## config.mk

```make
export PLATFORM = sky130hd
export DESIGN_NAME = left_to_right_expression_evaluator
export DESIGN_NICKNAME = d
export VERILOG_FILES = /design/src/rtl/ltr_eval_pkg.sv /design/src/rtl/ltr_eval_dp.sv /design/src/rtl/ltr_eval_ctrl.sv /design/src/rtl/left_to_right_expression_evaluator.sv
export SDC_FILE = /design/constraint.sdc
export NUM_CORES = 1
export LEC_CHECK = 0
export ABC_CLOCK_PERIOD_IN_PS = 5600
export BUFFER_PORTS_ARGS = -buffer_cell sky130_fd_sc_hd__buf_2
export CORE_MARGIN = 2
export CORE_UTILIZATION = 60
export CTS_CLUSTER_DIAMETER = 30
export DETAILED_ROUTE_END_ITERATION = 7
export MAX_ROUTING_LAYER = met4
export PLACE_DENSITY = 0.74
export REMOVE_ABC_BUFFERS = 1
export SYNTH_ARGS = -nofsm -noshare
export SYNTH_HDL_FRONTEND = slang
export SYNTH_SLANG_ARGS = --single-unit
```

## constraint.sdc

```tcl
create_clock -name clk -period 5.6 [get_ports clk]
set_clock_uncertainty 0.2 [all_clocks]
set_input_delay 0.84 -clock clk [delete_from_list [all_inputs] [get_ports clk]]
set_output_delay 0.84 -clock clk [all_outputs]
set_load 0.01 [all_outputs]
```

## src/rtl/ltr_eval_pkg.sv

```systemverilog
// shared types, character codes and decode helpers for the expression evaluator
package ltr_eval_pkg;

    // ascii codes of interest
    localparam logic [7:0] CH_ZERO  = 8'h30;
    localparam logic [7:0] CH_NINE  = 8'h39;
    localparam logic [7:0] CH_PLUS  = 8'h2B;
    localparam logic [7:0] CH_MINUS = 8'h2D;
    localparam logic [7:0] CH_STAR  = 8'h2A;
    localparam logic [7:0] CH_SLASH = 8'h2F;

    typedef logic [1:0] op_t;

    localparam op_t OP_ADD = 2'd0;
    localparam op_t OP_SUB = 2'd1;
    localparam op_t OP_MUL = 2'd2;
    localparam op_t OP_DIV = 2'd3;

    // controller to datapath
    typedef struct packed {
        logic digit_en;
        logic latch_op;
        logic fold_simple;
        logic div_zero;
        logic iter_start;
        logic iter_step;
        logic set_op;
        logic emit;
    } dp_cmd_t;

    // datapath to controller
    typedef struct packed {
        logic first;
        op_t  op;
        logic operand_zero;
        logic iter_last;
    } dp_status_t;

    function automatic logic is_digit(input logic [7:0] ch);
        return (ch >= CH_ZERO) && (ch <= CH_NINE);
    endfunction

    function automatic logic is_operator(input logic [7:0] ch);
        return (ch == CH_PLUS) || (ch == CH_MINUS) || (ch == CH_STAR) || (ch == CH_SLASH);
    endfunction

    function automatic op_t op_of_char(input logic [7:0] ch);
        op_t op;
        case (ch)
            CH_PLUS:  op = OP_ADD;
            CH_MINUS: op = OP_SUB;
            CH_STAR:  op = OP_MUL;
            default:  op = OP_DIV;
        endcase
        return op;
    endfunction

endpackage

```

## src/rtl/ltr_eval_dp.sv

```systemverilog
// datapath: operand and sum registers, shared shift-add / restoring divide unit, result register
module ltr_eval_dp #(
    parameter int VALUE_WIDTH = 32
) (
    input  logic                        clk,
    input  logic                        rst_n,
    input  logic [7:0]                  character,
    input  ltr_eval_pkg::dp_cmd_t       cmd,
    output ltr_eval_pkg::dp_status_t    status,
    output logic [VALUE_WIDTH-1:0]      value,
    output logic                        div_err
);
    import ltr_eval_pkg::*;

    localparam int W     = VALUE_WIDTH;
    localparam int CNT_W = $clog2(VALUE_WIDTH);

    logic [W-1:0]     sum_reg, sum_next;
    logic [W-1:0]     operand_reg, operand_next;
    op_t              op_reg, op_next;
    op_t              new_op_reg;
    logic             first_reg, first_next;
    logic             err_reg, err_next;

    logic [W-1:0]     acc_reg, a_reg, b_reg;
    logic [W-1:0]     acc_step, a_step, b_step;
    logic             div_mode_reg, neg_reg;
    logic [CNT_W-1:0] cnt_reg;

    logic [W-1:0]     out_value_reg;
    logic             out_err_reg;

    logic [W-1:0]     digit_val;
    logic [W-1:0]     sum_abs, operand_abs;
    logic [W-1:0]     rem_shift;
    logic             rem_ge;
    logic [W-1:0]     iter_result;

    assign digit_val   = W'(character - CH_ZERO);
    assign sum_abs     = sum_reg[W-1] ? ({W{1'b0}} - sum_reg) : sum_reg;
    assign operand_abs = operand_reg[W-1] ? ({W{1'b0}} - operand_reg) : operand_reg;

    // one bit of multiply or divide per cycle
    always_comb
    begin
        rem_shift = {acc_reg[W-2:0], a_reg[W-1]};
        rem_ge    = rem_shift >= b_reg;
        if (div_mode_reg)
        begin
            acc_step = rem_ge ? (rem_shift - b_reg) : rem_shift;
            a_step   = {a_reg[W-2:0], rem_ge};
            b_step   = b_reg;
        end
        else
        begin
            acc_step = acc_reg + (a_reg[0] ? b_reg : {W{1'b0}});
            a_step   = {1'b0, a_reg[W-1:1]};
            b_step   = {b_reg[W-2:0], 1'b0};
        end
        if (div_mode_reg)
            iter_result = neg_reg ? ({W{1'b0}} - a_step) : a_step;
        else
            iter_result = acc_step;
    end

    always_comb
    begin
        sum_next     = sum_reg;
        operand_next = operand_reg;
        op_next      = op_reg;
        first_next   = first_reg;
        err_next     = err_reg;

        if (cmd.digit_en)
            operand_next = (operand_reg << 3) + (operand_reg << 1) + digit_val;

        if (cmd.fold_simple)
        begin
            operand_next = '0;
            if (first_reg)
            begin
                sum_next   = operand_reg;
                first_next = 1'b0;
            end
            else
            begin
                case (op_reg)
                    OP_ADD:  sum_next = sum_reg + operand_reg;
                    OP_SUB:  sum_next = sum_reg - operand_reg;
                    default: sum_next = sum_reg;
                endcase
            end
        end

        if (cmd.div_zero)
        begin
            err_next     = 1'b1;
            operand_next = '0;
        end

        if (cmd.iter_start)
            operand_next = '0;

        if (cmd.iter_step && (cnt_reg == '0))
            sum_next = iter_result;

        if (cmd.set_op)
            op_next = new_op_reg;

        if (cmd.emit)
        begin
            sum_next     = '0;
            operand_next = '0;
            op_next      = OP_ADD;
            first_next   = 1'b1;
            err_next     = 1'b0;
        end
    end

    always_ff @(posedge clk or negedge rst_n)
    begin
        if (!rst_n)
        begin
            sum_reg     <= '0;
            operand_reg <= '0;
            op_reg      <= OP_ADD;
            first_reg   <= 1'b1;
            err_reg     <= 1'b0;
        end
        else
        begin
            sum_reg     <= sum_next;
            operand_reg <= operand_next;
            op_reg      <= op_next;
            first_reg   <= first_next;
            err_reg     <= err_next;
        end
    end

    // iteration unit and payload registers
    always_ff @(posedge clk)
    begin
        if (cmd.latch_op)
            new_op_reg <= op_of_char(character);

        if (cmd.iter_start)
        begin
            div_mode_reg <= (op_reg == OP_DIV);
            neg_reg      <= sum_reg[W-1] ^ operand_reg[W-1];
            acc_reg      <= '0;
            cnt_reg      <= CNT_W'(W - 1);
            if (op_reg == OP_DIV)
            begin
                a_reg <= sum_abs;
                b_reg <= operand_abs;
            end
            else
            begin
                a_reg <= operand_reg;
                b_reg <= sum_reg;
            end
        end
        else if (cmd.iter_step)
        begin
            acc_reg <= acc_step;
            a_reg   <= a_step;
            b_reg   <= b_step;
            cnt_reg <= cnt_reg - CNT_W'(1);
        end

        if (cmd.emit)
        begin
            out_value_reg <= sum_reg;
            out_err_reg   <= err_reg;
        end
    end

    assign status.first        = first_reg;
    assign status.op           = op_reg;
    assign status.operand_zero = (operand_reg == '0);
    assign status.iter_last    = (cnt_reg == '0);

    assign value   = out_value_reg;
    assign div_err = out_err_reg;

endmodule

```

## src/rtl/ltr_eval_ctrl.sv

```systemverilog
// controller: sequences byte intake, operand folds, iterations and result hand-off
module ltr_eval_ctrl (
    input  logic                        clk,
    input  logic                        rst_n,
    input  logic                        s_tvalid,
    output logic                        s_tready,
    input  logic [7:0]                  character,
    input  logic                        s_tlast,
    output logic                        m_tvalid,
    input  logic                        m_tready,
    input  ltr_eval_pkg::dp_status_t    status,
    output ltr_eval_pkg::dp_cmd_t       cmd
);
    import ltr_eval_pkg::*;

    localparam logic [1:0] ST_IDLE   = 2'd0;
    localparam logic [1:0] ST_FOLD   = 2'd1;
    localparam logic [1:0] ST_ITER   = 2'd2;
    localparam logic [1:0] ST_FINISH = 2'd3;

    logic [1:0] state_reg, state_next;
    logic       last_reg, last_next;
    logic       setop_reg, setop_next;
    logic       out_valid_reg, out_valid_next;
    logic       fold_done;

    always_comb
    begin
        state_next     = state_reg;
        last_next      = last_reg;
        setop_next     = setop_reg;
        out_valid_next = out_valid_reg && !m_tready;
        fold_done      = 1'b0;
        cmd            = '0;
        s_tready       = 1'b0;

        case (state_reg)
            ST_IDLE:
            begin
                s_tready = 1'b1;
                if (s_tvalid)
                begin
                    cmd.digit_en = is_digit(character);
                    if (is_operator(character))
                    begin
                        cmd.latch_op = 1'b1;
                        setop_next   = 1'b1;
                        last_next    = s_tlast;
                        state_next   = ST_FOLD;
                    end
                    else if (s_tlast)
                    begin
                        setop_next = 1'b0;
                        last_next  = 1'b1;
                        state_next = ST_FOLD;
                    end
                end
            end
            ST_FOLD:
            begin
                if (status.first || (status.op == OP_ADD) || (status.op == OP_SUB))
                begin
                    cmd.fold_simple = 1'b1;
                    fold_done       = 1'b1;
                end
                else if ((status.op == OP_DIV) && status.operand_zero)
                begin
                    cmd.div_zero = 1'b1;
                    fold_done    = 1'b1;
                end
                else
                begin
                    cmd.iter_start = 1'b1;
                    state_next     = ST_ITER;
                end
            end
            ST_ITER:
            begin
                cmd.iter_step = 1'b1;
                fold_done     = status.iter_last;
            end
            ST_FINISH:
            begin
                if (!out_valid_reg || m_tready)
                begin
                    cmd.emit       = 1'b1;
                    out_valid_next = 1'b1;
                    state_next     = ST_IDLE;
                end
            end
            default:
            begin
                state_next = ST_IDLE;
            end
        endcase

        // after a fold: take a pending new operator, then fold again or return to intake; with none pending, finish
        if (fold_done)
        begin
            if (setop_reg)
            begin
                cmd.set_op = 1'b1;
                setop_next = 1'b0;
                state_next = last_reg ? ST_FOLD : ST_IDLE;
            end
            else
            begin
                state_next = ST_FINISH;
            end
        end
    end

    always_ff @(posedge clk or negedge rst_n)
    begin
        if (!rst_n)
        begin
            state_reg     <= ST_IDLE;
            last_reg      <= 1'b0;
            setop_reg     <= 1'b0;
            out_valid_reg <= 1'b0;
        end
        else
        begin
            state_reg     <= state_next;
            last_reg      <= last_next;
            setop_reg     <= setop_next;
            out_valid_reg <= out_valid_next;
        end
    end

    assign m_tvalid = out_valid_reg;

endmodule

```

## src/rtl/left_to_right_expression_evaluator.sv

```systemverilog
// top level of the left-to-right expression evaluator
//
// Takes an expression one byte per request. A digit byte or an ignored byte is
// taken while intake stays open, and the next request is accepted right away. An
// operator byte, or any byte marked last, folds the pending operand into the
// running sum: directly for add, subtract or the first operand, while multiply
// and divide share one iterative unit that, after a start step, does a shift-add
// or restoring-divide step per cycle across all VALUE_WIDTH bits. A byte marked
// last then moves the result into the output register, and an operator marked
// last folds twice (its own operand, then the empty final operand). A finished
// result waits in the output register while the next expression is already
// being taken in; only a second result stalls behind an untaken one. Division
// by zero leaves the sum as it is and raises the status flag for the rest of
// the expression; values wrap at VALUE_WIDTH bits.
module left_to_right_expression_evaluator #(
    parameter int VALUE_WIDTH = 32
) (
    input  logic                                 clk,
    input  logic                                 rst_n,
    // input request
    input  logic                                 s_tvalid,
    output logic                                 s_tready,
    input  logic [7:0]                           s_tdata,   // [7:0] character
    input  logic                                 s_tlast,   // last_char
    // result request
    output logic                                 m_tvalid,
    input  logic                                 m_tready,
    output logic [((VALUE_WIDTH+7)/8)*8-1:0]     m_tdata,   // [VALUE_WIDTH-1:0] value, zero pad
    output logic                                 m_tuser    // status: 1 division by zero
);
    import ltr_eval_pkg::*;

    localparam int TDATA_W = ((VALUE_WIDTH + 7) / 8) * 8;

    dp_cmd_t                cmd;
    dp_status_t             status;
    logic [VALUE_WIDTH-1:0] value;
    logic                   div_err;

    // sequencing of each request
    ltr_eval_ctrl u_ctrl (
        .clk       (clk),
        .rst_n     (rst_n),
        .s_tvalid  (s_tvalid),
        .s_tready  (s_tready),
        .character (s_tdata),
        .s_tlast   (s_tlast),
        .m_tvalid  (m_tvalid),
        .m_tready  (m_tready),
        .status    (status),
        .cmd       (cmd)
    );

    // operand, sum, iterative mul/div and result register
    ltr_eval_dp #(
        .VALUE_WIDTH (VALUE_WIDTH)
    ) u_dp (
        .clk       (clk),
        .rst_n     (rst_n),
        .character (s_tdata),
        .cmd       (cmd),
        .status    (status),
        .value     (value),
        .div_err   (div_err)
    );

    // value is zero-extended to whole bytes
    assign m_tdata = TDATA_W'(value);
    assign m_tuser = div_err;

endmodule

```

# Yosys cells after proc, flatten, opt, wreduce, memory -nomap -nowiden
# Index checks and enable logic that the tools add are counted.
dict set report op_classes {
  n_addsub 11
  shift 0
  n_lt_le_gt_ge 3
  n_mux 68
  mul 0
  n_eq_ne 15
  n_div 0
  n_bitwise 1
  n_reduce_logical 29
}
# op n
set ops {}
lappend ops {{two-way mux 32 bit} 24}
lappend ops {{adder 32 bit} 4}
lappend ops {{subtractor 1 x 32 -> 32 bit, first input constant} 3}
lappend ops {{case mux 32 bit (2 select lines)} 1}
lappend ops {{subtractor 32 bit} 2}
lappend ops {{equality test 8 x 6 -> 1 bit, second input constant} 4}
lappend ops {{greater-or-equal comparator 32 bit} 1}
lappend ops {{logical NOT 32 bit} 1}
lappend ops {{two-way mux 1 bit} 26}
lappend ops {{two-way mux 2 bit} 13}
lappend ops {{case mux 2 bit (3 select lines)} 2}
lappend ops {{nonzero test 2 bit} 5}
lappend ops {{nonzero test 5 bit} 2}
lappend ops {{inequality test 3 x 2 -> 1 bit, second input constant} 3}
lappend ops {{subtractor 8 x 6 -> 9 bit, second input constant} 1}
lappend ops {{greater-or-equal comparator 8 x 6 -> 1 bit, second input constant} 1}
lappend ops {{<= comparator 8 x 6 -> 1 bit, second input constant} 1}
lappend ops {{equality test 2 bit, second input constant} 3}
lappend ops {{logical OR 1 bit} 6}
lappend ops {{AND reduction 6 bit} 1}
lappend ops {{logical NOT 5 bit} 1}
lappend ops {{subtractor 5 x 1 -> 5 bit, second input constant} 1}
lappend ops {{equality test 2 x 1 -> 1 bit, second input constant} 2}
lappend ops {{logical AND 1 bit} 4}
lappend ops {{other kinds (12)} 15}
dict set report word_totals {
  in_bits 13
  ff_bits 211
  rom_bits 0
  latch_bits 0
  mem_bits_rw 0
  output_inout_bits 35
  mem_count 0
  word_cells 145
}

# Depth between registers and ports, before layout
dict set report depth {
  word_depth 12
  mapped_depth 19
  ltp_nobuf 18
}

# Modules after synthesis
# From an unflattened synthesis, not the netlist that was laid out.
dict set report unflattened {
  hier_cells 2417
  hier_area_um2 20035.5
}
# module cells_each seq_area_each_um2 instances area_each_um2
set modules_own_cells {}
lappend modules_own_cells {ltr_eval_dp 2362 5476.5 1 19581.3}
lappend modules_own_cells {ltr_eval_ctrl 55 125.1 1 454.2}

# Worst setup path before layout
# Ideal clock, no wire load.
dict set report synth_path {
  kind {input-to-reg}
  startpoint {in s_tdata[4]}
  endpoint {reg u_dp.operand_reg[29]}
  n_path_buf 0
  path_slack_ns -0.823
  setup_time_ns 0.133
  t_arrival_ns 6.090
  required_ns 5.267
  cell_stages 12
  path_cell_list {ha_1 > nor3_1 > fa_1 > ha_1 > a21o_1 > a2111oi_0 > a21oi_1 > a221o_1 > a211o_1 > a21oi_1 > xor2_1 > o21ai_0}
}
dict set report synth_between {
  elab_chain_cells 7
  elab_cells_between_ends 13
  classes_between {2 x add/sub; 2 x order compare; 7 x mux; 2 x reduce/logical}
}
# element line_no
set synth_rtl {}
lappend synth_rtl {{from (decl)} left_to_right_expression_evaluator.sv:23} ;# input logic [7:0] s_tdata,
lappend synth_rtl {{subtractor 8 x 6 -> 9 bit} ltr_eval_dp.sv:39} ;# assign digit_val = W'(character - CH_ZERO);
lappend synth_rtl {{adder 32 bit} ltr_eval_dp.sv:75} ;# operand_next = (operand_reg << 3) + (operand_reg << 1) + digit_val;
lappend synth_rtl {{two-way mux 32 bit} ltr_eval_dp.sv:74} ;# if (cmd.digit_en)
lappend synth_rtl {{two-way mux 32 bit} ltr_eval_dp.sv:77} ;# if (cmd.fold_simple)
lappend synth_rtl {{two-way mux 32 bit} ltr_eval_dp.sv:95} ;# if (cmd.div_zero)
lappend synth_rtl {{two-way mux 32 bit} ltr_eval_dp.sv:101} ;# if (cmd.iter_start)
lappend synth_rtl {{two-way mux 32 bit} ltr_eval_dp.sv:110} ;# if (cmd.emit)
lappend synth_rtl {{to (signal assigned)} ltr_eval_dp.sv:133} ;# operand_reg <= operand_next;
lappend synth_rtl {{to (decl)} ltr_eval_dp.sv:19} ;# logic [W-1:0] operand_reg, operand_next;
# Parallel ways exist; a longest one is shown, timed or not. The select of a mux whose other input is x is not followed.
# A chain may end at the register's enable or synchronous reset.

# Final worst setup path
dict set report layout_path {
  startpoint {reg u_dp.operand_reg[2]}
  endpoint {reg u_dp.sum_reg[27]}
}
dict set report layout_between {
  elab_chain_cells 6
  elab_cells_between_ends 7
  classes_between {2 x add/sub; 5 x mux}
}
# element line_no
set layout_rtl {}
lappend layout_rtl {{subtractor 32 bit / adder 32 bit (equally long branches)} {ltr_eval_dp.sv:89, ltr_eval_dp.sv:88}}
lappend layout_rtl {{case mux 32 bit (2 select lines) (*)} ltr_eval_dp.sv:87} ;# case (op_reg)
lappend layout_rtl {{two-way mux 32 bit (*)} ltr_eval_dp.sv:80} ;# if (first_reg)
lappend layout_rtl {{two-way mux 32 bit (*)} ltr_eval_dp.sv:77}
lappend layout_rtl {{two-way mux 32 bit (*)} ltr_eval_dp.sv:104} ;# if (cmd.iter_step && (cnt_reg == '0))
lappend layout_rtl {{two-way mux 32 bit (*)} ltr_eval_dp.sv:110}
lappend layout_rtl {{to (signal assigned)} ltr_eval_dp.sv:132} ;# sum_reg <= sum_next;
lappend layout_rtl {{to (decl)} ltr_eval_dp.sv:18} ;# logic [W-1:0] sum_reg, sum_next;
# Every way passes the cells marked *; elsewhere a longest branch is shown, timed or not. The select of a mux whose other input is x is not followed.

==> key figures <==
Synth
  – Asr flop ratio synth: 34.6%
  – Yosys warns: 0
  – Simple-Gate Fraction of Synth Area: 18.5%
  – Mux share of post-synthesis cell area: 2.64%
  – Syn Inst Count: 2509
  – Synth cell types: 101
  – Post-Synth XOR/XNOR Area: 9.01%
  – Synth Cell Area: 20300 um2
  – Register area share after synthesis: 27.6%
  – Top FF cell, synth: edfxtp_1
  – Synth Area in Compound Gates: 25.7%
  – Syn Area/Cell: 8.10 um2
  – Adder-Cell Fraction of Synth Area: 11.5%
  – Top cells by area, synth: edfxtp_1, dfrtp_1, ha_1
  – Main combinational cell family by area after synthesis: compound AO/OA/AOI/OAI gates
  – Area leader, netlist: edfxtp_1
  – Post-synth EDFFs: 101
  – Flops & latches, synth: 211
  – Fraction of post-synthesis cell area in the top cell type by area: 14.9%

Critical path
  – Critical-path top delay cell: or4b_2
  – CP Data Arrival Time: 5.41 ns
  – WP data required: 5.86 ns
  – Register-to-Register Path Depth: 15
  – CP Launch Type: flop
  – FF-to-FF End: u_dp.sum_reg[27]
  – Critical-path cell list: or3_1, nor4_1, nand3_1, o21ai_0, xor2_1, ha_1, and4_1, a211oi_1, or4b_2, a21oi_1, nand3b_1, a31oi_1, xnor2_1, a21oi_1, a2111oi_2
  – R2r setup slk: 0.44 ns
  – Number of cells on the critical path: 15
  – Worst Path Max Fanout: 11
  – CP startpoint: u_dp.operand_reg[2]
  – Count of buffer and inverter cells on the critical path: 0
  – Worst setup EP type: flop
  – WS Path Type: flop to flop
  – CP delay by family, top: simple AND/OR/NAND/NOR gates
  – Critical Path Most Common Cell: a21oi_1
  – Worst setup path endpoint: u_dp.sum_reg[27]
  – Reg2reg start: u_dp.operand_reg[2]
  – Worst path max stage delay: 0.66 ns

Clocking
  – Worst-Skew Late Latency: 0.59 ns
  – Total CTS buffers: 57
  – Clock transition at path regs: 0.04 ns
  – H-tree levels: 2
  – Clock root cell: clkbuf_16
  – CTS tree: done
  – CTS Sinks: 211
  – CTS Buffer Depth: 3

Global routing
  – Largest net degree at the start of global routing: 85
  – First-pass GRT wire length: 103000 um
  – Initial antenna violation count: 1
  – GR Overflow Total: 0
  – All-Layer GR Usage: 37.9%
  – Vias in the first global route: 18600

Placed design
  – Post-DP HPWL: 47800 um
  – GPL Wtd Cong: 1.01
  – PortBufs: 47

Floorplanning
  – CORE AREA: 33400 um2
  – Cell Rows: 67
  – Die area: 35300 um2
  – Die Ht: 188 um
  – Die W: 188 um
  – Starting density of the core: 60.7%
  – IO Pins: 48

STA
  – Final period util: 92.1%
  – Final setup vio count: 0
  – Fin crit period: 5.16 ns
  – Least-Margin Pin Slew: 1.03 ns
  – Hold Vio Cnt, Final: 0
  – Max Fclk: 0.194 GHz
  – Max Transition Viols Final: 0
  – RSZ-0062 raised after global routing: false
  – Slew margin rel.: 30.4%

Min path
  – Hold path cells: 0
  – Hold Path Class: flop to flop

Final layout
  – Post-layout util: 68.4%
  – Final layout net count: 2697
  – Fill count: 2733
  – Area Overhead vs Synth: 12.6%
  – Share of cells above drive strength 1: 9.44%

Detailed routing
  – Drt wl/cell: 21.5 um
  – Vias: 19600
  – Pre-Repair DR Iteration Count: 6
  – Final ANT Viol Nets: 0
  – Via density: 6.50
  – DRC viols: 0
  – Initial DRC count: 2109
  – Drt total wl: 64900 um

Power
  – Pwr Total: 13.2 mW
  – Max VDD drop: 0.321 mV
  – Power Density: 575 nW/um2
  – Pleak: 9.65 nW

Flow run
  – Maxcap violations: 0

Outcome
  – Status: completed
==> cells in the final DEF (no fill, tap or decap), types with 12 or more instances in the layout <==
cell | Yosys | layout
or3_1 | 25 | 25
a21oi_1 | 209 | 208
nor4_1 | 16 | 16
o31ai_1 | 39 | 39
nor2b_1 | 17 | 17
and2_1 | 38 | 38
nand2b_1 | 19 | 19
nand2_1 | 295 | 294
o21ai_0 | 222 | 221
or4_1 | 12 | 12
buf_4 | 5 | 46
o41ai_1 | 12 | 12
mux2i_1 | 48 | 48
o21bai_1 | 13 | 13
or2_2 | 13 | 14
o211ai_1 | 36 | 36
a31oi_1 | 28 | 28
buf_2 | 19 | 46
fa_1 | 32 | 32
edfxtp_1 | 101 | 101
dfxtp_1 | 37 | 37
dfrtp_1 | 72 | 72
a21o_1 | 49 | 49
xnor2_1 | 93 | 93
nand3_1 | 52 | 52
ha_1 | 136 | 136
nor2_1 | 189 | 188
and3_1 | 14 | 14
nand4_1 | 18 | 18
o21a_1 | 20 | 20
xor2_1 | 116 | 116
nor3_1 | 47 | 45
a211oi_1 | 50 | 50
clkbuf_16 | 0 | 57
inv_1 | 106 | 106
==> repair_timing <==
| action | 4_1_cts | 5_1_grt |
|---|---|---|
| hold buffers | 1 | 0 |
| resized for setup | 0 | 0 |
| setup buffers | 0 | 0 |
| hold endpoints to repair | 10 | 0 |
==> worst min path at each step <==
stage	start	endpoint	slack, ns
2_1_floorplan	u_dp.err_reg	u_dp.div_err	0.23
3_3_place_gp	u_dp.err_reg	u_dp.div_err	0.24
3_5_place_dp	u_dp.err_reg	u_dp.div_err	0.25
4_1_cts	u_dp.err_reg	u_dp.div_err	0.26
5_1_grt	u_dp.err_reg	u_dp.div_err	0.27
6_report	u_dp.err_reg	u_dp.div_err	0.26
==> cells by family (layout without fill, tap and decap cells) <==
kind of cell / after synthesis / in the layout
simple gates: 793 / 793
xor+xnor: 209 / 209
other cells: 0 / 1
mux: 53 / 53
fa+ha+maj: 168 / 168
buf+inv: 257 / 312
compound gates: 818 / 818
flops: 211 / 211
==> final cells by class <==
cell class | count | area [um2] | share of cell area (%)
multi-input combinational | 2041 | 13700 | 60.0
sequential | 211 | 5600 | 24.5
clock buffer | 71 | 1530 | 6.68
timing repair buffer | 94 | 606 | 2.65
tap | 448 | 561 | 2.45
clock inverter | 36 | 448 | 1.96
inverter | 111 | 417 | 1.82
antenna | 1 | 2.50 | 0.0109
==> synth_stat cells, types with 48 or more instances <==
cell type,number
nor2_1,189
inv_1,106
a211oi_1,50
a21o_1,49
nand3_1,52
clkbuf_1,112
nand2_1,295
dfrtp_1,72
xnor2_1,93
a21oi_1,209
mux2i_1,48
ha_1,136
o21ai_0,222
edfxtp_1,101
xor2_1,116
==> metrics by stage <==
step                      hold slack, ns  setup TNS, ns  area, um2  setup slack (ns)  cells
after CTS                          0.255              0      22900             0.460   3012
after global routing               0.268              0      22900             0.118   3013
final                              0.258              0      22900             0.443   3013
after floorplan                    0.225        -135.36      19700             -1.50   2363
after global placement             0.242              0      20900             0.646   2904
after detailed placement           0.245              0      20900             0.460   2904
==> routing by layer <==
layer / track usage, % / part of all wire (%) / vias to the layer above
li1: - / - / 9194
met1: 52.1 / 44 / 9337
met2: 57.7 / 45 / 943
met5: - / 0 / -
met3: 4.77 / 8.3 / 125
met4: 13.2 / 2.9 / 0
==> power breakdown <==
group	switching, mW	internal (mW)
clock	1.03	2.33
combinational	4.33	2.66
sequential	0.582	2.22
Note: power is estimated with default switching activity, not from simulation.
